`config.mk`:
```
export PLATFORM = sky130hd
export DESIGN_NAME = tfr_pixel_out
export DESIGN_NICKNAME = d
export VERILOG_FILES = /design/src/hdl/tfr_pkg.sv /design/src/hdl/tfr_pixel_out.sv
export SDC_FILE = /design/constraint.sdc
export NUM_CORES = 1
export LEC_CHECK = 0
export BUFFER_PORTS_ARGS = -buffer_cell sky130_fd_sc_hd__buf_4
export CAP_MARGIN = 20
export CORE_AREA = 2 2 125 66
export DETAILED_ROUTE_END_ITERATION = 8
export DIE_AREA = 0 0 127 68
export PLACE_DENSITY_LB_ADDON = 0.05
export SETUP_SLACK_MARGIN = 0.15
export SYNTH_ARGS = -nofsm -noshare
export SYNTH_HDL_FRONTEND = slang
export SYNTH_SLANG_ARGS = --single-unit
```
`constraint.sdc`:
```
create_clock -name vclk -period 6.9
set_clock_uncertainty 0.05 [all_clocks]
set_input_delay 0.69 -clock vclk [all_inputs]
set_output_delay 0.69 -clock vclk [all_outputs]
set_load 0.02 [all_outputs]
```
`src/hdl/tfr_pkg.sv`:
```
// tfr_pkg: shared types, codes and expansion helpers for the texel expander
// no dependencies; used by tfr_decode, tfr_pixel_out and the top level through scoped names
`default_nettype none

package tfr_pkg;

	// palette geometry
	localparam int PalEntries = 256;
	localparam int PalAw = $clog2(PalEntries);
	localparam int PalDw = 24;
	localparam logic [8:0] PalDepth = 9'(PalEntries);

	// request codes
	localparam logic ReqConvert  = 1'b0;
	localparam logic ReqPalWrite = 1'b1;

	// configuration register indexes
	localparam int CfgIdxW = 1;
	localparam int CfgDataW = 5;
	localparam logic [CfgIdxW-1:0] CfgTexelFormat = 1'b0;
	localparam logic [CfgIdxW-1:0] CfgColorMatrix = 1'b1;

	// texel formats; codes 17..31 are unknown and expand to opaque black
	typedef enum logic [4:0] {
		FmtRgb332   = 5'd0,
		FmtArgb8332 = 5'd1,
		FmtRgb555   = 5'd2,
		FmtRgb565   = 5'd3,
		FmtRgb888   = 5'd4,
		FmtArgb1555 = 5'd5,
		FmtArgb4444 = 5'd6,
		FmtArgb8888 = 5'd7,
		FmtA8       = 5'd8,
		FmtI8       = 5'd9,
		FmtAi44     = 5'd10,
		FmtAi88     = 5'd11,
		FmtP8       = 5'd12,
		FmtAp88     = 5'd13,
		FmtZa16     = 5'd14,
		FmtUyvy     = 5'd15,
		FmtYuyv     = 5'd16
	} fmt_t;

	// one output pixel
	typedef struct packed {
		logic [7:0] r;
		logic [7:0] g;
		logic [7:0] b;
		logic [7:0] a;
		logic       ha;
	} pix_t;

	// decoded item: direct pixel, or yuv products for two pixels
	typedef struct packed {
		pix_t              pix;
		logic              two;
		logic signed [19:0] py0;
		logic signed [19:0] py1;
		logic signed [19:0] pr;
		logic signed [19:0] pgu;
		logic signed [19:0] pgv;
		logic signed [19:0] pb;
	} conv_t;

	// 3-bit field to 8 bits, v*255/7
	function automatic logic [7:0] x3(input logic [2:0] v);
		logic [7:0] res;
		unique case (v)
			3'd0: res = 8'd0;
			3'd1: res = 8'd36;
			3'd2: res = 8'd72;
			3'd3: res = 8'd109;
			3'd4: res = 8'd145;
			3'd5: res = 8'd182;
			3'd6: res = 8'd218;
			3'd7: res = 8'd255;
			default: res = 8'd0;
		endcase
		return res;
	endfunction

	// 5-bit field to 8 bits, (v*510+31)/62 via reciprocal 16913/2^20
	function automatic logic [7:0] x5(input logic [4:0] v);
		logic [13:0] n;
		logic [28:0] p;
		n = 14'({9'd0, v} * 14'd510) + 14'd31;
		p = 29'(n) * 29'd16913;
		return p[27:20];
	endfunction

	// 6-bit field to 8 bits, (v*510+63)/126 via reciprocal 33289/2^22
	function automatic logic [7:0] x6(input logic [5:0] v);
		logic [14:0] n;
		logic [30:0] p;
		n = 15'({9'd0, v} * 15'd510) + 15'd63;
		p = 31'(n) * 31'd33289;
		return p[29:22];
	endfunction

	// round, floor-shift by 8 and clamp to 0..255
	function automatic logic [7:0] clamp8(input logic signed [19:0] s);
		logic signed [19:0] t;
		logic signed [19:0] q;
		logic [7:0] res;
		t = s + 20'sd128;
		q = t >>> 8;
		if (q < 20'sd0) begin
			res = 8'd0;
		end else if (q > 20'sd255) begin
			res = 8'hff;
		end else begin
			res = q[7:0];
		end
		return res;
	endfunction

endpackage

`default_nettype wire

```
`src/hdl/tfr_pixel_out.sv`:
```
// tfr_pixel_out: sums yuv products for the selected pixel and clamps, or passes a direct pixel
// depends on tfr_pkg
`default_nettype none

module tfr_pixel_out (
	input  wire tfr_pkg::conv_t conv,
	input  wire logic           phase,
	output      tfr_pkg::pix_t  pix,
	output      logic           last
);

	logic signed [19:0] py;
	logic signed [19:0] sum_r, sum_g, sum_b;

	// luma term of the pixel in flight
	assign py = phase ? conv.py1 : conv.py0;

	assign sum_r = py + conv.pr;
	assign sum_g = py - conv.pgu - conv.pgv;
	assign sum_b = py + conv.pb;

	// select yuv result or the direct pixel
	always_comb begin
		if (conv.two) begin
			pix.r  = tfr_pkg::clamp8(sum_r);
			pix.g  = tfr_pkg::clamp8(sum_g);
			pix.b  = tfr_pkg::clamp8(sum_b);
			pix.a  = 8'hff;
			pix.ha = 1'b0;
			last   = phase;
		end else begin
			pix  = conv.pix;
			last = 1'b1;
		end
	end

endmodule

`default_nettype wire

```
# ---- After elaboration in Yosys (flattened, before gate mapping)
# Cells that the tools add are included.
dict set report word_totals {
  regBits 0
  in_bits 155
  output_inout_bits 34
}
dict set report classes {
  add_sub_neg 7
  magnitude_cmp 6
  n_mux 9
}
# cell count
set ops {}
lappend ops {{$add A20 B9 Y20 const B} 3}
lappend ops {{$mux W8} 6}
lappend ops {{$add A20 B20 Y20} 2}
lappend ops {{$sub A20 B20 Y20} 2}
lappend ops {{$gt A12 B9 Y1 const B} 3}
lappend ops {{$lt A12 B1 Y1 const B} 3}
lappend ops {{$mux W33} 1}
lappend ops {{$mux W20} 1}
lappend ops {{$mux W1} 1}

# ---- Depth between registers and ports, before layout
# Gate-level depths: netlist of the first run.
dict set report depth {
  ltp_word 8
  mapped_depth 15
}

# ---- Least setup slack after synthesis of the first run
# Ideal clock, no wire load.
dict set report synth_timing {
  path_kind {input to output}
  from {in phase}
  to {out pix[17] (netlist bit)}
  t_arrival_ns 4.478
  t_required_ns 6.160
  setup_slack_ns 1.682
  stages 15
  cell_sequence {buf_2 > buf_1 > mux2i_1 > fa_1 > inv_1 > ha_1 > ha_1 > a21oi_1 > nand2_1 > a211o_1 > nand3b_1 > o211ai_1 > nor3b_1 > o221ai_4 > o221a_1}
}
# item line_no
set synth_rtl {}
lappend synth_rtl {{start: declaration} tfr_pixel_out.sv:7} ;# input wire logic phase,
lappend synth_rtl {{end: declaration} tfr_pixel_out.sv:8} ;# output tfr_pkg::pix_t pix,

==> impl_metrics.json, run 1 <==
{
  "final_nets": 937,
  "cp-start-kind": "input pin",
  "die_h_um": 68,
  "avgRoutedWirePerCell_um": 16.1,
  "finalNonFillerCells": 757,
  "syn_area_per_cell_um2": 8.43,
  "dpl.cell_count": 757,
  "hold_path.class": "in -> out",
  "grt_pass1_vias": 3849,
  "status": "finished, final reports clean",
  "dp_hpwl_um": 10800,
  "grt_pass1_wl_um": 18400,
  "max_freq_mhz": 186,
  "drtIter0Drc": 222,
  "drc": 0,
  "crit_slowest_cell": "mux2i_2",
  "dieWidth_um": 127,
  "wl_um": 12200,
  "setup-violations-final": 0,
  "antennaDiodeCount": 0,
  "ios": 189,
  "netlist_top_cells_area": "ha_1 33%, fa_1 8.5%, inv_1 5.8%",
  "fin_tns_setup_ns": 0,
  "core_um2": 7650,
  "groute.usage.overall_pct": 26.5,
  "globalRoute.totalOverflow": 0,
  "dieArea_um2": 8640,
  "arrival_ns": 4.63,
  "ant_nets": 0,
  "synth_top_area_share_pct": 33.3,
  "initial_utilization_pct": 52.1,
  "cts_resized": 0,
  "crit_path_max_incr_delay_ns": 0.46,
  "place_congestion": 0.919,
  "synth_fp_nets": 751,
  "design.seq.count": 0,
  "max_cap_violations": 0,
  "finalMaxSlewViolations": 0,
  "grt_max_degree": 23,
  "row_count": 23,
  "viasPerCell": 5.57,
  "mostFrequentLayoutCell": "buf_4",
  "period_minus_slack_ns": 5.37,
  "post_cts_buffers": 0,
  "hold_buffers": 0,
  "peakVddDrop_mv": 0.101,
  "period_share_pct": 77.9,
  "path_class": "in -> out",
  "slew_headroom_pct": 54.8,
  "hold_viol": 0,
  "final_cell_mix": "189 x buf_4, 106 x ha_1, 62 x inv_1",
  "cp_num_buf_inv": 2,
  "setup.worst_path.start": "phase",
  "antenna_found_initial": 0,
  "worstMarginPinSlew_ns": 0.658,
  "critPathRequiredTime_ns": 6.16,
  "first_pass_iters": 5,
  "ys_seq_area_share_pct": 0,
  "num_vias": 4213,
  "syn_area_um2": 3990,
  "area_growth_syn_to_layout_pct": 38.2,
  "drive_above_1_share_pct": 33.5,
  "crit_fanout": 21,
  "cp_top_family": "compound AO/OA/AOI/OAI gates",
  "synth_top_area_cell": "ha_1",
  "worstSetupEndpointType": "output port",
  "yosysWarnings": 0,
  "numPortBuffers": 189,
  "synth_cell_types": 66,
  "crit_chain": "buf_4, mux2_2, fa_1, ha_1, ha_1, and4_1, a22o_1, o2111ai_2, a21oi_1, o21ai_1, o31ai_1, mux2i_2, o221a_1, buf_4",
  "seqCellArea_um2": 0,
  "p_per_area_nw_per_um2": 151,
  "leakagePower_uw": 0.00306,
  "synthCells": 473,
  "rsz0062_at_grt": "no",
  "hp-start": "conv[125]",
  "clkbuf_count": 0
}
## cells by family after synthesis
family / after synthesis / synth area share, %
xor+xnor: 32 / 7.03
simple gates: 100 / 13.7
fa+ha+maj: 123 / 41.8
mux: 23 / 6.18
buf+inv: 68 / 6.43
compound gates: 127 / 24.8
## worst min-delay path, delay by kind of cell
family                 cells  cell delay [ns]
buffers and inverters      2             0.19
AND/OR/NAND/NOR            1             0.08
## final timing paths
check	endpoint	slack, ns	cells after the start
max	pix[19]	1.53	14
min	pix[4]	1.61	3
## cell usage after synthesis, types with 3 or more instances
library cell / n
a221o_1: 9
a31oi_1: 4
a211o_1: 4
a21o_1: 18
xor2_1: 12
nand3_1: 7
mux2i_1: 15
a211oi_1: 4
nand2_1: 21
mux2_2: 6
a21oi_1: 24
o2bb2ai_1: 8
o221a_1: 8
inv_1: 62
clkbuf_1: 3
nor2_1: 23
or2_2: 9
nor3_1: 7
nand4_1: 5
xnor2_1: 20
and4_1: 5
o21ai_0: 14
nand2b_1: 4
o21ai_1: 4
o211ai_1: 3
fa_1: 17
and3_1: 5
ha_1: 106
## metrics by stage
stage          hold slack (ns)  util [%]  instance area, um2  power [uW]  setup slack (ns)
2_1_floorplan             1.47         -                3990         556              1.68
3_3_place_gp              1.61      72.0                5510         797              1.72
3_5_place_dp              1.61      72.0                5510         819              1.58
4_1_cts                   1.61      72.0                5510         825              1.57
5_1_grt                   1.62      72.0                5510         913              1.30
6_report                  1.61      72.0                5510         834              1.53
## layout make-up
| type | count | area [um2] |
|---|---|---|
| fillers | 616 | 2140 |
| repair buffers | 189 | 1420 |
| well taps | 100 | 125 |
| inverters | 63 | 236 |
| multi-input cells | 405 | 3730 |
## metal layers
metal / track usage [%] / vias up / share of wire [%]
met5: 0 / - / 0
met4: 1.65 / 0 / 0.39
met3: 3.28 / 6 / 7.4
met2: 43.5 / 165 / 43
met1: 39.1 / 1909 / 49
li1: - / 2133 / -
## power by group
| group | internal (uW) | switching [uW] | leakage (uW) |
|---|---|---|---|
| Combinational | 383 | 450 | 0.00306 |
| Sequential | 0 | 0 | 0 |
| Clock | 0 | 0 | 0 |
| Total | 383 | 450 | 0.00306 |
No activity file was read; power rests on OpenSTA's default activity.
==> run 2: changes to the inputs <==
ABC_AREA = 1   (was not set)
CORE_AREA = 2 2 148 78   (was 2 2 125 66)
DIE_AREA = 0 0 150 80   (was 0 0 127 68)
clock period = 4.7 ns   (was 6.9 ns; I/O delays follow)
==> run 2 against run 1 <==
Sequential share of layout area stayed put. Via count is 28% higher. Sequential cell count stayed put. Die area is 39% higher. First-iteration DRC count is 75% higher. Synthesized cell count is 67% higher. Synthesized area is 23% higher. Combinational power is 87% higher. Critical path type unchanged. Critical endpoint is now pix[17]. Largest cell class unchanged. Highest routed layer unchanged.
==> impl_metrics.json, run 2 <==
{
  "setup-violations-final": 0,
  "wl_um": 15800,
  "top_usage_layer": "met1",
  "antenna_found_initial": 0,
  "grt_pass1_vias": 4983,
  "clkbuf_count": 0,
  "worstMarginPinSlew_ns": 0.914,
  "die_h_um": 80,
  "initial_utilization_pct": 45.8,
  "yosysMostFrequentCell": "nand2_1",
  "globalRoute.totalOverflow": 0,
  "p_per_area_nw_per_um2": 242,
  "groute.usage.overall_pct": 25.6,
  "post-route-util_pct": 60.6,
  "final_nets": 1255,
  "dp_hpwl_um": 14100,
  "avgRoutedWirePerCell_um": 14.1,
  "fin_tns_setup_ns": 0,
  "core_um2": 10700,
  "finalMaxSlewViolations": 0,
  "design.seq.count": 0,
  "ys_top_cells_by_count": "245 x nand2_1, 133 x inv_1, 106 x ha_1, 46 x nor2_1, 38 x a21oi_1",
  "peakVddDrop_mv": 0.0832,
  "min_path_cells": 3,
  "syn_area_um2": 4890,
  "max_freq_mhz": 232,
  "drc": 0,
  "mostFrequentLayoutCell": "nand2_1",
  "place_congestion": 0.951,
  "dieArea_um2": 12000,
  "gr-usage-met3_pct": 4.51,
  "viasPerCell": 4.83,
  "crit_fanout": 21,
  "critPathRequiredTime_ns": 4.18,
  "num_vias": 5407,
  "path_class": "in -> out",
  "rsz0062_at_grt": "no",
  "syn_area_per_cell_um2": 6.18,
  "ys_seq_area_share_pct": 0,
  "yosysWarnings": 0,
  "slew_headroom_pct": 38.7,
  "grt_max_degree": 27,
  "synth_top_area_share_pct": 27.1,
  "max_cap_violations": 0,
  "synthCells": 792,
  "cp-start-kind": "input pin",
  "row_count": 27,
  "arrival_ns": 3.79,
  "drtIter0Drc": 388,
  "netlist_top_cells_area": "ha_1 27%, nand2_1 19%, inv_1 10%",
  "dieWidth_um": 150,
  "numPortBuffers": 189,
  "drive_above_1_share_pct": 25.8,
  "antennaDiodeCount": 0,
  "synth_top_area_cell": "ha_1",
  "synth_fp_nets": 1070,
  "period_share_pct": 91.6,
  "first_pass_iters": 5,
  "final_cell_mix": "245 x nand2_1, 190 x buf_4, 133 x inv_1",
  "seqCellArea_um2": 0,
  "ios": 189,
  "worstSetupEndpointType": "output port",
  "power.total_uw": 1560,
  "hold_path.class": "in -> out",
  "ant_nets": 0,
  "post_dp_cell_area_um2": 6450,
  "status": "finished, final reports clean",
  "synth_cell_types": 39,
  "grt_pass1_wl_um": 24900,
  "post_cts_buffers": 0,
  "grtUsageMet1_pct": 41.9,
  "grt_util_met2_pct": 35.1,
  "area_growth_syn_to_layout_pct": 32.3,
  "leakagePower_uw": 0.00391,
  "fin_area_um2": 6470,
  "hold_viol": 0,
  "period_minus_slack_ns": 4.31
}
[run 2: cell types whose count changed in the layout (fill, tap and decap cells not counted), moves of 7 or more]
cell,before,now
o2bb2ai_1,8,0
mux2i_1,15,0
inv_1,62,133
nor2_1,23,46
a21oi_1,24,38
or2_2,9,20
o21bai_1,2,9
a221o_1,9,0
nand2_1,21,245
o221a_1,8,0
a21o_1,18,10
nand3_1,7,19
nand2_2,0,21
[run 2: what timing repair did]
item,in CTS,in global routing
gates resized for setup,0,8
endpoints found under the setup margin,0,16
hold buffers,0,0
[run 2: final timing paths]
check	start	endpoint	slack, ns
setup / recovery	phase	pix[17]	0.39
hold / removal	conv[128]	pix[7]	1.17
[run 2: cell type report]
type | count | area (um2)
fillers | 1044 | 4200
repair buffers | 191 | 1440
well taps | 145 | 181
inverters | 136 | 517
multi-input cells | 648 | 4340
[run 2: critical path: stages]
cell and delay (ns):
buf_4 0.11, inv_6 0.07, or2_2 0.28, o21ai_1 0.13, fa_1 0.45, inv_1 0.07, ha_1 0.23, ha_1 0.35
inv_1 0.10, o21bai_1 0.12, a21oi_1 0.22, nor2_1 0.08, a211oi_2 0.31, o21ai_1 0.14, nand2_2 0.11, nand2_2 0.07
nand2_4 0.11, nand2_1 0.06, nand2_1 0.06, nand2_1 0.05, buf_4 0.15
[run 2: per-layer routing]
| layer | part of all wire [%] | vias to the layer above |
|---|---|---|
| li1 | - | 2899 |
| met1 | 55 | 2285 |
| met2 | 35 | 217 |
| met3 | 9.3 | 6 |
| met4 | 0.50 | 0 |
| met5 | 0 | - |
[run 2: kinds of logic (layout without fill, tap and decap cells)]
logic type	Yosys count	in the layout	synth area share, %
AO/OA/AOI/OAI	105	105	13.2
XOR/XNOR	35	35	6.73
adder cells (fa/ha/maj)	123	123	34.1
buffers and inverters	144	327	11.5
AND/OR/NAND/NOR	385	385	34.4
[run 2: power breakdown]
group / internal, uW / switching [uW] / total (uW)
logic: 625 / 939 / 1560
clock network: 0 / 0 / 0
registers: 0 / 0 / 0
[run 2: per-stage QoR]
step	hold WS, ns	setup WS (ns)	cells
6_report	1.17	0.394	1120
5_1_grt	1.18	0.153	1120
4_1_cts	1.17	0.231	1120
3_5_place_dp	1.17	0.262	1120
3_3_place_gp	1.17	0.329	1120
2_1_floorplan	1.01	0.688	792
