File: src/hdl/tfr_pkg.sv
// tfr_pkg: shared types, codes and expansion helpers for the texel expander
// no dependencies; used by tfr_decode, tfr_pixel_out and the top level through scoped names
`default_nettype none

package tfr_pkg;

	// palette geometry
	localparam int PalEntries = 256;
	localparam int PalAw = $clog2(PalEntries);
	localparam int PalDw = 24;
	localparam logic [8:0] PalDepth = 9'(PalEntries);

	// request codes
	localparam logic ReqConvert  = 1'b0;
	localparam logic ReqPalWrite = 1'b1;

	// configuration register indexes
	localparam int CfgIdxW = 1;
	localparam int CfgDataW = 5;
	localparam logic [CfgIdxW-1:0] CfgTexelFormat = 1'b0;
	localparam logic [CfgIdxW-1:0] CfgColorMatrix = 1'b1;

	// texel formats; codes 17..31 are unknown and expand to opaque black
	typedef enum logic [4:0] {
		FmtRgb332   = 5'd0,
		FmtArgb8332 = 5'd1,
		FmtRgb555   = 5'd2,
		FmtRgb565   = 5'd3,
		FmtRgb888   = 5'd4,
		FmtArgb1555 = 5'd5,
		FmtArgb4444 = 5'd6,
		FmtArgb8888 = 5'd7,
		FmtA8       = 5'd8,
		FmtI8       = 5'd9,
		FmtAi44     = 5'd10,
		FmtAi88     = 5'd11,
		FmtP8       = 5'd12,
		FmtAp88     = 5'd13,
		FmtZa16     = 5'd14,
		FmtUyvy     = 5'd15,
		FmtYuyv     = 5'd16
	} fmt_t;

	// one output pixel
	typedef struct packed {
		logic [7:0] r;
		logic [7:0] g;
		logic [7:0] b;
		logic [7:0] a;
		logic       ha;
	} pix_t;

	// decoded item: direct pixel, or yuv products for two pixels
	typedef struct packed {
		pix_t              pix;
		logic              two;
		logic signed [19:0] py0;
		logic signed [19:0] py1;
		logic signed [19:0] pr;
		logic signed [19:0] pgu;
		logic signed [19:0] pgv;
		logic signed [19:0] pb;
	} conv_t;

	// 3-bit field to 8 bits, v*255/7
	function automatic logic [7:0] x3(input logic [2:0] v);
		logic [7:0] res;
		unique case (v)
			3'd0: res = 8'd0;
			3'd1: res = 8'd36;
			3'd2: res = 8'd72;
			3'd3: res = 8'd109;
			3'd4: res = 8'd145;
			3'd5: res = 8'd182;
			3'd6: res = 8'd218;
			3'd7: res = 8'd255;
			default: res = 8'd0;
		endcase
		return res;
	endfunction

	// 5-bit field to 8 bits, (v*510+31)/62 via reciprocal 16913/2^20
	function automatic logic [7:0] x5(input logic [4:0] v);
		logic [13:0] n;
		logic [28:0] p;
		n = 14'({9'd0, v} * 14'd510) + 14'd31;
		p = 29'(n) * 29'd16913;
		return p[27:20];
	endfunction

	// 6-bit field to 8 bits, (v*510+63)/126 via reciprocal 33289/2^22
	function automatic logic [7:0] x6(input logic [5:0] v);
		logic [14:0] n;
		logic [30:0] p;
		n = 15'({9'd0, v} * 15'd510) + 15'd63;
		p = 31'(n) * 31'd33289;
		return p[29:22];
	endfunction

	// round, floor-shift by 8 and clamp to 0..255
	function automatic logic [7:0] clamp8(input logic signed [19:0] s);
		logic signed [19:0] t;
		logic signed [19:0] q;
		logic [7:0] res;
		t = s + 20'sd128;
		q = t >>> 8;
		if (q < 20'sd0) begin
			res = 8'd0;
		end else if (q > 20'sd255) begin
			res = 8'hff;
		end else begin
			res = q[7:0];
		end
		return res;
	endfunction

endpackage

`default_nettype wire

File: src/hdl/tfr_decode.sv
// tfr_decode: unpacks one texel word into a pixel or into yuv products for two pixels
// depends on tfr_pkg
`default_nettype none

module tfr_decode (
	input  wire logic [31:0]          word,
	input  wire tfr_pkg::fmt_t        fmt,
	input  wire logic                 alt,
	input  wire logic [23:0]          pal_data,
	input  wire logic                 pal_oob,
	output      tfr_pkg::conv_t       conv
);

	logic [7:0] b0, b1, b2, b3;
	logic [23:0] pal;
	logic [7:0] y0, y1, u, v;
	logic signed [19:0] c0, c1, d, e;
	logic signed [19:0] kr, kgu, kgv, kb;

	assign b0 = word[7:0];
	assign b1 = word[15:8];
	assign b2 = word[23:16];
	assign b3 = word[31:24];

	// out-of-range palette index reads as black
	assign pal = pal_oob ? '0 : pal_data;

	// yuv byte order
	always_comb begin
		if (fmt == tfr_pkg::FmtYuyv) begin
			y0 = b0;
			u  = b1;
			y1 = b2;
			v  = b3;
		end else begin
			u  = b0;
			y0 = b1;
			v  = b2;
			y1 = b3;
		end
	end

	// centered yuv terms and coefficient set
	assign c0 = $signed({12'd0, y0}) - 20'sd16;
	assign c1 = $signed({12'd0, y1}) - 20'sd16;
	assign d  = $signed({12'd0, u}) - 20'sd128;
	assign e  = $signed({12'd0, v}) - 20'sd128;
	assign kr  = alt ? 20'sd459 : 20'sd409;
	assign kgu = alt ? 20'sd55  : 20'sd100;
	assign kgv = alt ? 20'sd136 : 20'sd208;
	assign kb  = alt ? 20'sd541 : 20'sd516;

	// per-format expansion and yuv products
	always_comb begin
		conv.pix.r  = 8'd0;
		conv.pix.g  = 8'd0;
		conv.pix.b  = 8'd0;
		conv.pix.a  = 8'hff;
		conv.pix.ha = 1'b0;
		conv.two = (fmt == tfr_pkg::FmtUyvy) || (fmt == tfr_pkg::FmtYuyv);
		conv.py0 = c0 * 20'sd298;
		conv.py1 = c1 * 20'sd298;
		conv.pr  = kr * e;
		conv.pgu = kgu * d;
		conv.pgv = kgv * e;
		conv.pb  = kb * d;
		unique case (fmt)
			tfr_pkg::FmtRgb332: begin
				conv.pix.r = tfr_pkg::x3(b0[7:5]);
				conv.pix.g = tfr_pkg::x3(b0[4:2]);
				conv.pix.b = {4{b0[1:0]}};
			end
			tfr_pkg::FmtArgb8332: begin
				conv.pix.r  = tfr_pkg::x3(b0[7:5]);
				conv.pix.g  = tfr_pkg::x3(b0[4:2]);
				conv.pix.b  = {4{b0[1:0]}};
				conv.pix.a  = b1;
				conv.pix.ha = 1'b1;
			end
			tfr_pkg::FmtRgb555: begin
				conv.pix.r = tfr_pkg::x5(word[14:10]);
				conv.pix.g = tfr_pkg::x5(word[9:5]);
				conv.pix.b = tfr_pkg::x5(word[4:0]);
			end
			tfr_pkg::FmtRgb565: begin
				conv.pix.r = tfr_pkg::x5(word[15:11]);
				conv.pix.g = tfr_pkg::x6(word[10:5]);
				conv.pix.b = tfr_pkg::x5(word[4:0]);
			end
			tfr_pkg::FmtRgb888: begin
				conv.pix.r = b0;
				conv.pix.g = b1;
				conv.pix.b = b2;
			end
			tfr_pkg::FmtArgb1555: begin
				conv.pix.r  = tfr_pkg::x5(word[14:10]);
				conv.pix.g  = tfr_pkg::x5(word[9:5]);
				conv.pix.b  = tfr_pkg::x5(word[4:0]);
				conv.pix.a  = {8{word[15]}};
				conv.pix.ha = 1'b1;
			end
			tfr_pkg::FmtArgb4444: begin
				conv.pix.a  = {2{word[15:12]}};
				conv.pix.r  = {2{word[11:8]}};
				conv.pix.g  = {2{word[7:4]}};
				conv.pix.b  = {2{word[3:0]}};
				conv.pix.ha = 1'b1;
			end
			tfr_pkg::FmtArgb8888: begin
				conv.pix.r  = b2;
				conv.pix.g  = b1;
				conv.pix.b  = b0;
				conv.pix.a  = b3;
				conv.pix.ha = 1'b1;
			end
			tfr_pkg::FmtA8: begin
				conv.pix.r  = 8'hff;
				conv.pix.g  = 8'hff;
				conv.pix.b  = 8'hff;
				conv.pix.a  = b0;
				conv.pix.ha = 1'b1;
			end
			tfr_pkg::FmtI8: begin
				conv.pix.r  = b0;
				conv.pix.g  = b0;
				conv.pix.b  = b0;
				conv.pix.ha = 1'b1;
			end
			tfr_pkg::FmtAi44: begin
				conv.pix.r  = {2{b0[3:0]}};
				conv.pix.g  = {2{b0[3:0]}};
				conv.pix.b  = {2{b0[3:0]}};
				conv.pix.a  = {2{b0[7:4]}};
				conv.pix.ha = 1'b1;
			end
			tfr_pkg::FmtAi88, tfr_pkg::FmtZa16: begin
				conv.pix.r  = b0;
				conv.pix.g  = b0;
				conv.pix.b  = b0;
				conv.pix.a  = b1;
				conv.pix.ha = 1'b1;
			end
			tfr_pkg::FmtP8: begin
				conv.pix.r = pal[23:16];
				conv.pix.g = pal[15:8];
				conv.pix.b = pal[7:0];
			end
			tfr_pkg::FmtAp88: begin
				conv.pix.r  = pal[23:16];
				conv.pix.g  = pal[15:8];
				conv.pix.b  = pal[7:0];
				conv.pix.a  = b1;
				conv.pix.ha = 1'b1;
			end
			tfr_pkg::FmtUyvy, tfr_pkg::FmtYuyv: begin
				conv.pix.a = 8'hff;
			end
			default: begin
				conv.pix.a = 8'hff;
			end
		endcase
	end

endmodule

`default_nettype wire

File: config.mk
export PLATFORM = sky130hd
export DESIGN_NAME = tfr_decode
export DESIGN_NICKNAME = d
export VERILOG_FILES = /design/src/hdl/tfr_pkg.sv /design/src/hdl/tfr_decode.sv
export SDC_FILE = /design/constraint.sdc
export NUM_CORES = 1
export LEC_CHECK = 0
export ABC_CLOCK_PERIOD_IN_PS = 20800
export BUFFER_PORTS_ARGS = -buffer_cell sky130_fd_sc_hd__clkbuf_2
export CORE_MARGIN = 2
export CORE_UTILIZATION = 45
export DETAILED_ROUTE_END_ITERATION = 7
export PLACE_DENSITY = 0.61
export SYNTH_ARGS = -nofsm -noshare
export SYNTH_HDL_FRONTEND = slang
export SYNTH_SLANG_ARGS = --single-unit
File: constraint.sdc
create_clock -name vclk -period 20.8
set_clock_uncertainty 0.1 [all_clocks]
set_input_delay 4.16 -clock vclk [all_inputs]
set_output_delay 4.16 -clock vclk [all_outputs]
set_load 0.05 [all_outputs]
# Word-level counts from Yosys, hierarchy flattened
# Memory sizes are Yosys's and may differ from the RTL's.
# Cells that the tools add are included.
dict set report word_totals {
  elab_cells 64
  input_bits 63
  romBits 256
  n_memories 4
  out_inout_bits 154
  ff_bits 0
}
# name words width read_ports rd_clocked_by_memory_dff write_ports line
set memory_table {}
lappend memory_table {{(name not given)} 8 8 1 0 0 tfr_pkg.sv:68} ;# unique case (v)
lappend memory_table {{(name not given)} 8 8 1 0 0 tfr_pkg.sv:68}
lappend memory_table {{(name not given)} 8 8 1 0 0 tfr_pkg.sv:68}
lappend memory_table {{(name not given)} 8 8 1 0 0 tfr_pkg.sv:68}
dict set report classes {
  eq_ne 16
  n_reduce_logical 7
  n_addsub 9
  multipliers 16
  muxes 12
}
# operator count
set ops {}
lappend ops {{$pmux 24 s11} 1}
lappend ops {{$mul 14x15->28 const B} 4}
lappend ops {{$add 14x5->14 const B} 4}
lappend ops {{$mul 5x8->13 const B} 4}
lappend ops {{$pmux 8 s6} 1}
lappend ops {{$eq 5x4->1 const B} 8}
lappend ops {{$mul 9x9->18 const B} 2}
lappend ops {{$mux 8} 4}
lappend ops {{$mul 15x16->30 const B} 1}
lappend ops {{$mux 24} 1}
lappend ops {{$mux 7} 3}
lappend ops {{$eq 5x3->1 const B} 4}
lappend ops {{$mul 11x9->20} 1}
lappend ops {{$mul 10x9->19} 1}
lappend ops {{$mul 9x9->18} 1}
lappend ops {{$sub 8x5->9 const B} 2}
lappend ops {{$sub 8x8->9 const B} 2}
lappend ops {{$mul 8x9->17} 1}
lappend ops {{$add 15x6->15 const B} 1}
lappend ops {{$mul 6x8->14 const B} 1}
lappend ops {{$eq 5x2->1 const B} 2}
lappend ops {{$reduce_or 10->1} 1}
lappend ops {{$eq 5x1->1 const B} 1}
lappend ops {{$eq 5x5->1 const B} 1}
lappend ops {{7 further kinds} 8}

# Depth between registers and ports, before layout
# Gate-level depths: netlist (run 1).
dict set report depth {
  word_depth 4
  depth_mapped 36
  ltp_nobuf 35
}

# Worst setup path before layout (run 1)
# No wires, ideal clock.
dict set report synth_path {
  path_kind {in2out}
  from {in word[7]}
  to {out conv[144] (netlist bit)}
  arrival_time_ns 12.986
  stages 28
  n_path_buf 0
  t_required_ns 16.540
  slack_ns 3.554
  path_cell_list {fa_1 -> fa_1 -> inv_1 -> fa_1 -> ha_1 -> nand3_1 -> o211ai_2 -> o221ai_1 -> and4_1 -> nor3_2 -> and4bb_1 -> xnor3_2 -> ha_1 -> inv_1 -> fa_1 -> inv_1 -> ha_1 -> ha_1 -> ha_1 -> a21o_1 -> a211oi_1 -> nand4b_1 -> nand3_1 -> o211ai_1 -> o31a_1 -> o21a_1 -> o21a_1 -> o311ai_0}
}
# item line
set synth_rtl {}
lappend synth_rtl {{from (decl)} tfr_decode.sv:6} ;# input wire logic [31:0] word,
lappend synth_rtl {{to (decl)} tfr_decode.sv:11} ;# output tfr_pkg::conv_t conv

==> results of run 1 <==
==> per-layer routing <==
metal	up-vias	global-route usage (%)
met5	-	0
met4	10	5.45
met3	94	3.61
met2	599	38.3
met1	9228	33.9
li1	9628	-
==> critical path, delay by kind of cell <==
family	cells	cell delay, ns
adder cells (fa/ha/maj)	9	4.01
buffers and inverters	5	0.88
XOR/XNOR	1	0.44
AO/OA/AOI/OAI	9	2.52
AND/OR/NAND/NOR	6	1.30
==> how the worst max path moves through the flow <==
stage / cells after the start / from / to
after floorplan: 28 / word[7] / conv[144]
after global placement: 34 / word[10] / conv[145]
after detailed placement: 34 / word[10] / conv[145]
after CTS: 30 / word[7] / conv[144]
after global routing: 30 / word[9] / conv[144]
final: 30 / word[7] / conv[144]
==> per-stage QoR <==
stage / utilization (%) / hold WS, ns
6_report: 48.8 / 8.81
5_1_grt: 48.8 / 8.88
4_1_cts: 48.8 / 8.83
3_5_place_dp: 48.8 / 8.83
3_3_place_gp: 48.8 / 8.82
2_1_floorplan: - / 8.55
==> cell usage after synthesis (all sizes together) (22+ instances only) <==
| master | number | area, um2 |
|---|---|---|
| ha | 784 | 9810 |
| inv | 569 | 2140 |
| fa | 204 | 4080 |
| nor2 | 132 | 495 |
| xnor2 | 122 | 1080 |
| nand2 | 108 | 405 |
| o21ai | 93 | 465 |
| a21oi | 91 | 459 |
| xor2 | 73 | 647 |
| nor3 | 45 | 240 |
| clkbuf | 39 | 146 |
| nand3 | 36 | 185 |
| a21o | 34 | 255 |
| nor2b | 29 | 181 |
| mux2i | 23 | 230 |
| a211oi | 22 | 170 |
==> cell families (layout without fill, tap and decap cells) <==
group,after synthesis,after routing,share of synthesized area [%]
fa+ha+maj,988,988,58.7
simple gates,458,458,9.54
buf+inv,628,797,10.2
other cells,2,13,0.0318
compound gates,431,431,12.5
mux,31,31,1.35
xor+xnor,198,198,7.59
==> cell type report <==
type	count	area (um2)	area share (%)
inverters	570	2140	8.40
repair buffers	227	1170	4.61
diodes	1	2.50	0.00983
multi-input cells	2118	21300	83.6
well taps	688	861	3.38
==> results.sh, run 1 <==
export IMPL_run_status="completed"
export IMPL_layout_common_cells="ha_1 (784), inv_1 (569), clkbuf_2 (212), fa_1 (204), nor2_1 (132)"
export IMPL_number_of_antenna_violations_at_the_first_check_in_global_routing=6
export IMPL_postLayoutCellArea_um2=25500
export IMPL_max_cap_violations=0
export IMPL_seq_area_um2=0
export IMPL_setup_repair_after_global_routing_missed_its_margin="false"
export IMPL_num_io_pins=217
export IMPL_most_common_cell_on_crit_path="ha_1"
export IMPL_placedInstanceArea_um2=25500
export IMPL_whs_endpoint="conv[126]"
export IMPL_layout_drive_gt1_share_pct=9.54
export IMPL_yosys_cell_types_count=84
export IMPL_finalNetCount=3968
export IMPL_placement_rows=84
export IMPL_setup_violations_final=0
export IMPL_n_fill_cell=5041
export IMPL_dieHeight_um=233
export IMPL_timing_critical_path_from_type="input pin"
export IMPL_die_x_um=233
export IMPL_worstHoldPathCells=4
export IMPL_gpl_final_weighted_congestion=0.938
export IMPL_ant_nets=0
export IMPL_worstPathArrival_ns=13.35
export IMPL_layout_commonest_cell="ha_1"
export IMPL_grt_total_usage_pct=24.0
export IMPL_syn_area_um2=23700
export IMPL_post_cts_repair_setup_buffers=0
export IMPL_met2RoutedLength_mm=28.1
export IMPL_synthesis_area_per_instance_um2=8.64
export IMPL_n_clock_buffer=0
export IMPL_rel_slew_slack_pct=15.7
export IMPL_dr_total_vias=19600
export IMPL_total_routed_length_mm=64.6
export IMPL_timing_setup_critical_path_class="input pin to output pin"
export IMPL_remaining_drc_errors=0
export IMPL_cts_resized_gates=0
export IMPL_grt_first_pass_wirelength_mm=104
export IMPL_syn2layout_area_growth_pct=7.69
export IMPL_coreArea_um2=52200
export IMPL_cp_slowest_cell="fa_1"
export IMPL_met3RoutedLength_mm=4.94
export IMPL_placement_setup_worst_slack_ns=3.28
export IMPL_worst_setup_path_end_kind="output pin"
export IMPL_grt_overflow_total=0
export IMPL_final_min_period_over_clock_period_pct=84.7
export IMPL_met1Wirelength_mm=29.8
export IMPL_post_place_cells=3603
export IMPL_grt_max_degree=48
export IMPL_synth_warnings=0
export IMPL_worst_endpoint_required_ns=16.54
export IMPL_timing_max_transition_violations_final=0
export IMPL_hold_start="word[28]"
export IMPL_setup_tns_final_ns=0
export IMPL_fmax_mhz=56.8
export IMPL_final_setup_worst_slack_ns=3.19
export IMPL_finalCriticalPeriod_ns=17.61
export IMPL_dr_pass1_iters=7
export IMPL_hold_path_class="input pin to output pin"
export IMPL_number_of_global_route_vias_before_repair=19700
export IMPL_post_synth_inst_count=2736
export IMPL_critical_path_peak_fanout=19
export IMPL_detailedPlacementHpwl_mm=57.2
export IMPL_cts_hold_buf=0
export IMPL_instances_no_fill=3604
export IMPL_initial_utilization_pct=45.3
export IMPL_sequential_area_share_after_synthesis_pct=0
export IMPL_flops_and_latches=0
export IMPL_top_layer="met5"
export IMPL_hold_viol=0
export IMPL_routed_via_density=5.43
export IMPL_cp_slowest_stage_delay_ns=0.68
export IMPL_die_area_um2=54400
export IMPL_port_buffers=212
export IMPL_detailedRoute_firstIterationViolations=1339
export IMPL_avgRoutedWirePerCell_um=17.9
export IMPL_worst_slew_pin_slew_ns=1.25
Power of run 1 is not shown: default switching activity piles up to over one toggle a cycle in this logic, so the estimate is an artifact.
==> run 2, diff against run 1 <==
ABC_CLOCK_PERIOD_IN_PS = 15900   (was 20800)
PLACE_DENSITY = 0.64   (was 0.61)
clock period = 15.9 ns   (was 20.8 ns; I/O delays follow)
==> results.sh, run 2 (synthesis results as in run 1) <==
export IMPL_setup_repair_after_global_routing_missed_its_margin="false"
export IMPL_worst_slew_pin_slew_ns=1.22
export IMPL_remaining_drc_errors=0
export IMPL_hold_viol=0
export IMPL_coreArea_um2=52200
export IMPL_syn2layout_area_growth_pct=8.04
export IMPL_cp_slowest_stage_delay_ns=0.67
export IMPL_fmax_mhz=64.9
export IMPL_gpl_final_weighted_congestion=0.913
export IMPL_cts_hold_buf=0
export IMPL_hold_path_class="input pin to output pin"
export IMPL_finalCriticalPeriod_ns=15.40
export IMPL_timing_setup_critical_path_class="input pin to output pin"
export IMPL_layout_commonest_cell="ha_1"
export IMPL_die_x_um=233
export IMPL_critical_path_peak_fanout=10
export IMPL_total_routed_length_mm=64.9
export IMPL_initial_utilization_pct=45.3
export IMPL_avgRoutedWirePerCell_um=18.0
export IMPL_critical_path_top_delay_family="adder cells"
export IMPL_die_area_um2=54400
export IMPL_max_cap_violations=0
export IMPL_port_buffers=212
export IMPL_run_status="completed"
export IMPL_post_cts_repair_setup_buffers=0
export IMPL_timing_max_transition_violations_final=0
export IMPL_flops_and_latches=0
export IMPL_detailedRoute_firstIterationViolations=1294
export IMPL_num_io_pins=217
export IMPL_crit_cells=31
export IMPL_number_of_antenna_violations_at_the_first_check_in_global_routing=7
export IMPL_layout_common_cells="ha_1 (784), inv_1 (569), clkbuf_2 (211), fa_1 (204), nor2_1 (132)"
export IMPL_worst_endpoint_required_ns=12.62
export IMPL_crit_buf_inv=6
export IMPL_grt_first_pass_wirelength_mm=104
export IMPL_finalNetCount=3979
export IMPL_placement_rows=84
export IMPL_grt_max_degree=39
export IMPL_setup_tns_final_ns=0
export IMPL_setup_violations_final=0
export IMPL_hold_slack_ns=6.84
export IMPL_dieHeight_um=233
export IMPL_n_clock_buffer=0
export IMPL_most_common_cell_on_crit_path="ha_1"
export IMPL_routed_via_density=5.47
export IMPL_grt_overflow_total=0
export IMPL_ant_nets=0
export IMPL_timing_critical_path_from_type="input pin"
export IMPL_final_min_period_over_clock_period_pct=96.9
export IMPL_rel_slew_slack_pct=18.0
export IMPL_number_of_global_route_vias_before_repair=20300
export IMPL_worst_setup_path_end_kind="output pin"
export IMPL_layout_drive_gt1_share_pct=9.88
export IMPL_dr_pass1_iters=7
export IMPL_n_fill_cell=5025
export IMPL_worstHoldPathCells=4
export IMPL_worstPathArrival_ns=12.12
export IMPL_detailedPlacementHpwl_mm=58.0
export IMPL_cp_slowest_cell="fa_1"
export IMPL_dr_total_vias=19800
export IMPL_utilization_pct=48.9
export IMPL_seq_area_um2=0
export IMPL_grt_total_usage_pct=23.8
==> run 2: changes by cell type in the layout (fill, tap and decap cells not counted) <==
cell      before  now
buf_2          0    1
buf_4         15   26
clkbuf_2     212  211
==> run 2: repair_timing <==
action / in CTS / in global routing
setup endpoints to repair: 0 / 1
gates resized for setup: 0 / 1
endpoints found under the hold margin: 0 / 0
==> run 2: area by class of cell <==
type               instances  area [um2]  area share, %
diodes                     1        2.50        0.00979
inverters                570        2140           8.37
multi-input cells       2118       21300           83.3
well taps                688         861           3.37
repair buffers           238        1260           4.92
==> run 2: through the flow <==
| stage | setup slack, ns | cells | cell area [um2] |
|---|---|---|---|
| 2_1_floorplan | 0.614 | 2746 | 23700 |
| 3_3_place_gp | 0.779 | 3614 | 25500 |
| 3_5_place_dp | 0.520 | 3614 | 25500 |
| 4_1_cts | 0.487 | 3614 | 25500 |
| 5_1_grt | 0.00381 | 3614 | 25500 |
| 6_report | 0.497 | 3615 | 25600 |
==> run 2: path summary, 6_finish.rpt <==
kind                   endpoint   startpoint  slack (ns)
worst min-delay path  conv[138]  pal_data[8]        6.84
worst max-delay path  conv[144]      word[9]        0.50
==> run 2: metal layers <==
metal | global-route usage, % | share of wire [%] | vias to the layer above
met5 | 0 | 0.12 | -
met4 | 6.09 | 3.0 | 12
met3 | 4.53 | 7.0 | 139
met2 | 40.5 | 46 | 561
met1 | 30.9 | 44 | 9425
li1 | - | - | 9650
Power of run 2 is left out for the same reason.
==> run 3, diff against run 2 <==
ABC_AREA = 1   (was not set)
PLACE_DENSITY = 0.65   (was 0.64)
==> results.sh, run 3 <==
export IMPL_initial_utilization_pct=45.4
export IMPL_finalCriticalPeriod_ns=14.10
export IMPL_dieHeight_um=245
export IMPL_hold_viol=0
export IMPL_flops_and_latches=0
export IMPL_most_common_cell_on_crit_path="inv_1"
export IMPL_coreArea_um2=57600
export IMPL_avgRoutedWirePerCell_um=15.5
export IMPL_cts_hold_buf=0
export IMPL_worstPathArrival_ns=10.82
export IMPL_cts_resized_gates=0
export IMPL_final_min_period_over_clock_period_pct=88.7
export IMPL_grt_overflow_total=0
export IMPL_number_of_antenna_violations_at_the_first_check_in_global_routing=12
export IMPL_worst_setup_path_end_kind="output pin"
export IMPL_placement_rows=88
export IMPL_cp_slowest_cell="fa_1"
export IMPL_crit_buf_inv=9
export IMPL_hold_path_class="input pin to output pin"
export IMPL_grt_total_usage_pct=23.3
export IMPL_yosys_cell_types_count=55
export IMPL_cp_slowest_stage_delay_ns=0.76
export IMPL_placement_setup_worst_slack_ns=1.86
export IMPL_routed_via_density=5.20
export IMPL_synth_top_area_share_pct=37.5
export IMPL_dr_pass1_iters=5
export IMPL_synth_warnings=0
export IMPL_utilization_pct=48.8
export IMPL_grt_max_degree=49
export IMPL_detailedPlacementHpwl_mm=63.8
export IMPL_total_routed_length_mm=70.4
export IMPL_setup_repair_after_global_routing_missed_its_margin="false"
export IMPL_worst_endpoint_required_ns=12.62
export IMPL_synth_area_leader_cell="ha_1"
export IMPL_setup_tns_final_ns=0
export IMPL_n_clock_buffer=0
export IMPL_grt_first_pass_wirelength_mm=113
export IMPL_setup_violations_final=0
export IMPL_n_fill_cell=5865
export IMPL_layout_commonest_cell="inv_1"
export IMPL_synthesis_area_per_instance_um2=7.30
export IMPL_num_io_pins=217
export IMPL_post_synth_inst_count=3581
export IMPL_timing_critical_path_from_type="input pin"
export IMPL_finalNetCount=4835
export IMPL_seq_area_um2=0
export IMPL_max_cap_violations=0
export IMPL_post_synth_top_count_cell="inv_1"
export IMPL_ranking_of_synthesized_cells_by_area="ha_1 (38%), fa_1 (16%), inv_1 (11%), nand2_1 (8.1%), a21oi_1 (3.7%)"
export IMPL_gpl_final_weighted_congestion=0.963
export IMPL_rel_slew_slack_pct=3.44
export IMPL_timing_setup_critical_path_class="input pin to output pin"
export IMPL_instances_no_fill=4550
export IMPL_ant_nets=0
export IMPL_worst_slew_pin_slew_ns=1.41
export IMPL_sequential_area_share_after_synthesis_pct=0
export IMPL_top_cells_by_instance_count_after_synthesis="inv_1 (786), ha_1 (784), nand2_1 (562)"
export IMPL_timing_max_transition_violations_final=0
export IMPL_post_place_cells=4547
export IMPL_number_of_global_route_vias_before_repair=22700
export IMPL_die_x_um=245
export IMPL_detailedRoute_firstIterationViolations=1069
export IMPL_port_buffers=212
export IMPL_run_status="completed"
export IMPL_layout_drive_gt1_share_pct=7.88
export IMPL_critical_path_peak_fanout=13
export IMPL_dr_total_vias=23700
export IMPL_syn_area_um2=26100
export IMPL_critical_path_top_delay_family="adder cells"
export IMPL_final_setup_worst_slack_ns=1.80
export IMPL_remaining_drc_errors=0
export IMPL_syn2layout_area_growth_pct=7.57
export IMPL_fmax_mhz=70.9
export IMPL_layout_common_cells="inv_1 (786), ha_1 (784), nand2_1 (562), nor2_1 (249), clkbuf_2 (212)"
export IMPL_die_area_um2=60000
export IMPL_post_cts_repair_setup_buffers=0
## run 3: cell count changes in the layout (fill, tap and decap cells not counted), moves of 73 or more
cell	previous run	this run
o21ai_0	85	159
a21oi_1	90	193
nand2_1	108	562
xnor2_1	121	48
inv_1	569	786
nor2_1	132	249
nand3_1	35	141
## run 3: final timing paths
kind | slack [ns] | endpoint | startpoint | depth (start not counted)
setup / recovery | 1.80 | conv[145] | word[5] | 36
hold / removal | 6.86 | conv[149] | pal_data[19] | 4
## run 3: worst min-delay path: cells and delay by family
family,cells,cell delay (ns)
AND/OR/NAND/NOR,1,0.09
AO/OA/AOI/OAI,1,0.09
buffers and inverters,2,0.41
## run 3: routing by layer
layer	wire [um]	track usage, %	up-vias
met2	32300	40.2	613
met4	2010	5.42	14
li1	-	-	12000
met1	31500	30.8	10900
met5	100	0	-
met3	4560	2.97	137
## run 3: cells by family after synthesis
group                    after synthesis  share of synthesized area (%)
AO/OA/AOI/OAI                        517                           11.7
XOR/XNOR                             150                           5.20
adder cells (fa/ha/maj)              988                           53.1
other                                  2                         0.0287
buffers and inverters                841                           12.4
AND/OR/NAND/NOR                     1083                           17.6
## run 3: final cells by class
cell class / instances / area, um2 / area share (%)
antenna: 3 / 7.51 / 0.0267
timing repair buffer: 227 / 1170 / 4.17
inverter: 805 / 3020 / 10.7
tap: 765 / 957 / 3.40
multi-input combinational: 2750 / 23000 / 81.7
## run 3: stage by stage
stage | hold slack, ns | cell area (um2)
2_1_floorplan | 6.59 | 26200
5_1_grt | 6.89 | 28100
4_1_cts | 6.85 | 28100
3_5_place_dp | 6.85 | 28100
6_report | 6.86 | 28100
3_3_place_gp | 6.87 | 28100
Power of run 3 is left out for the same reason.
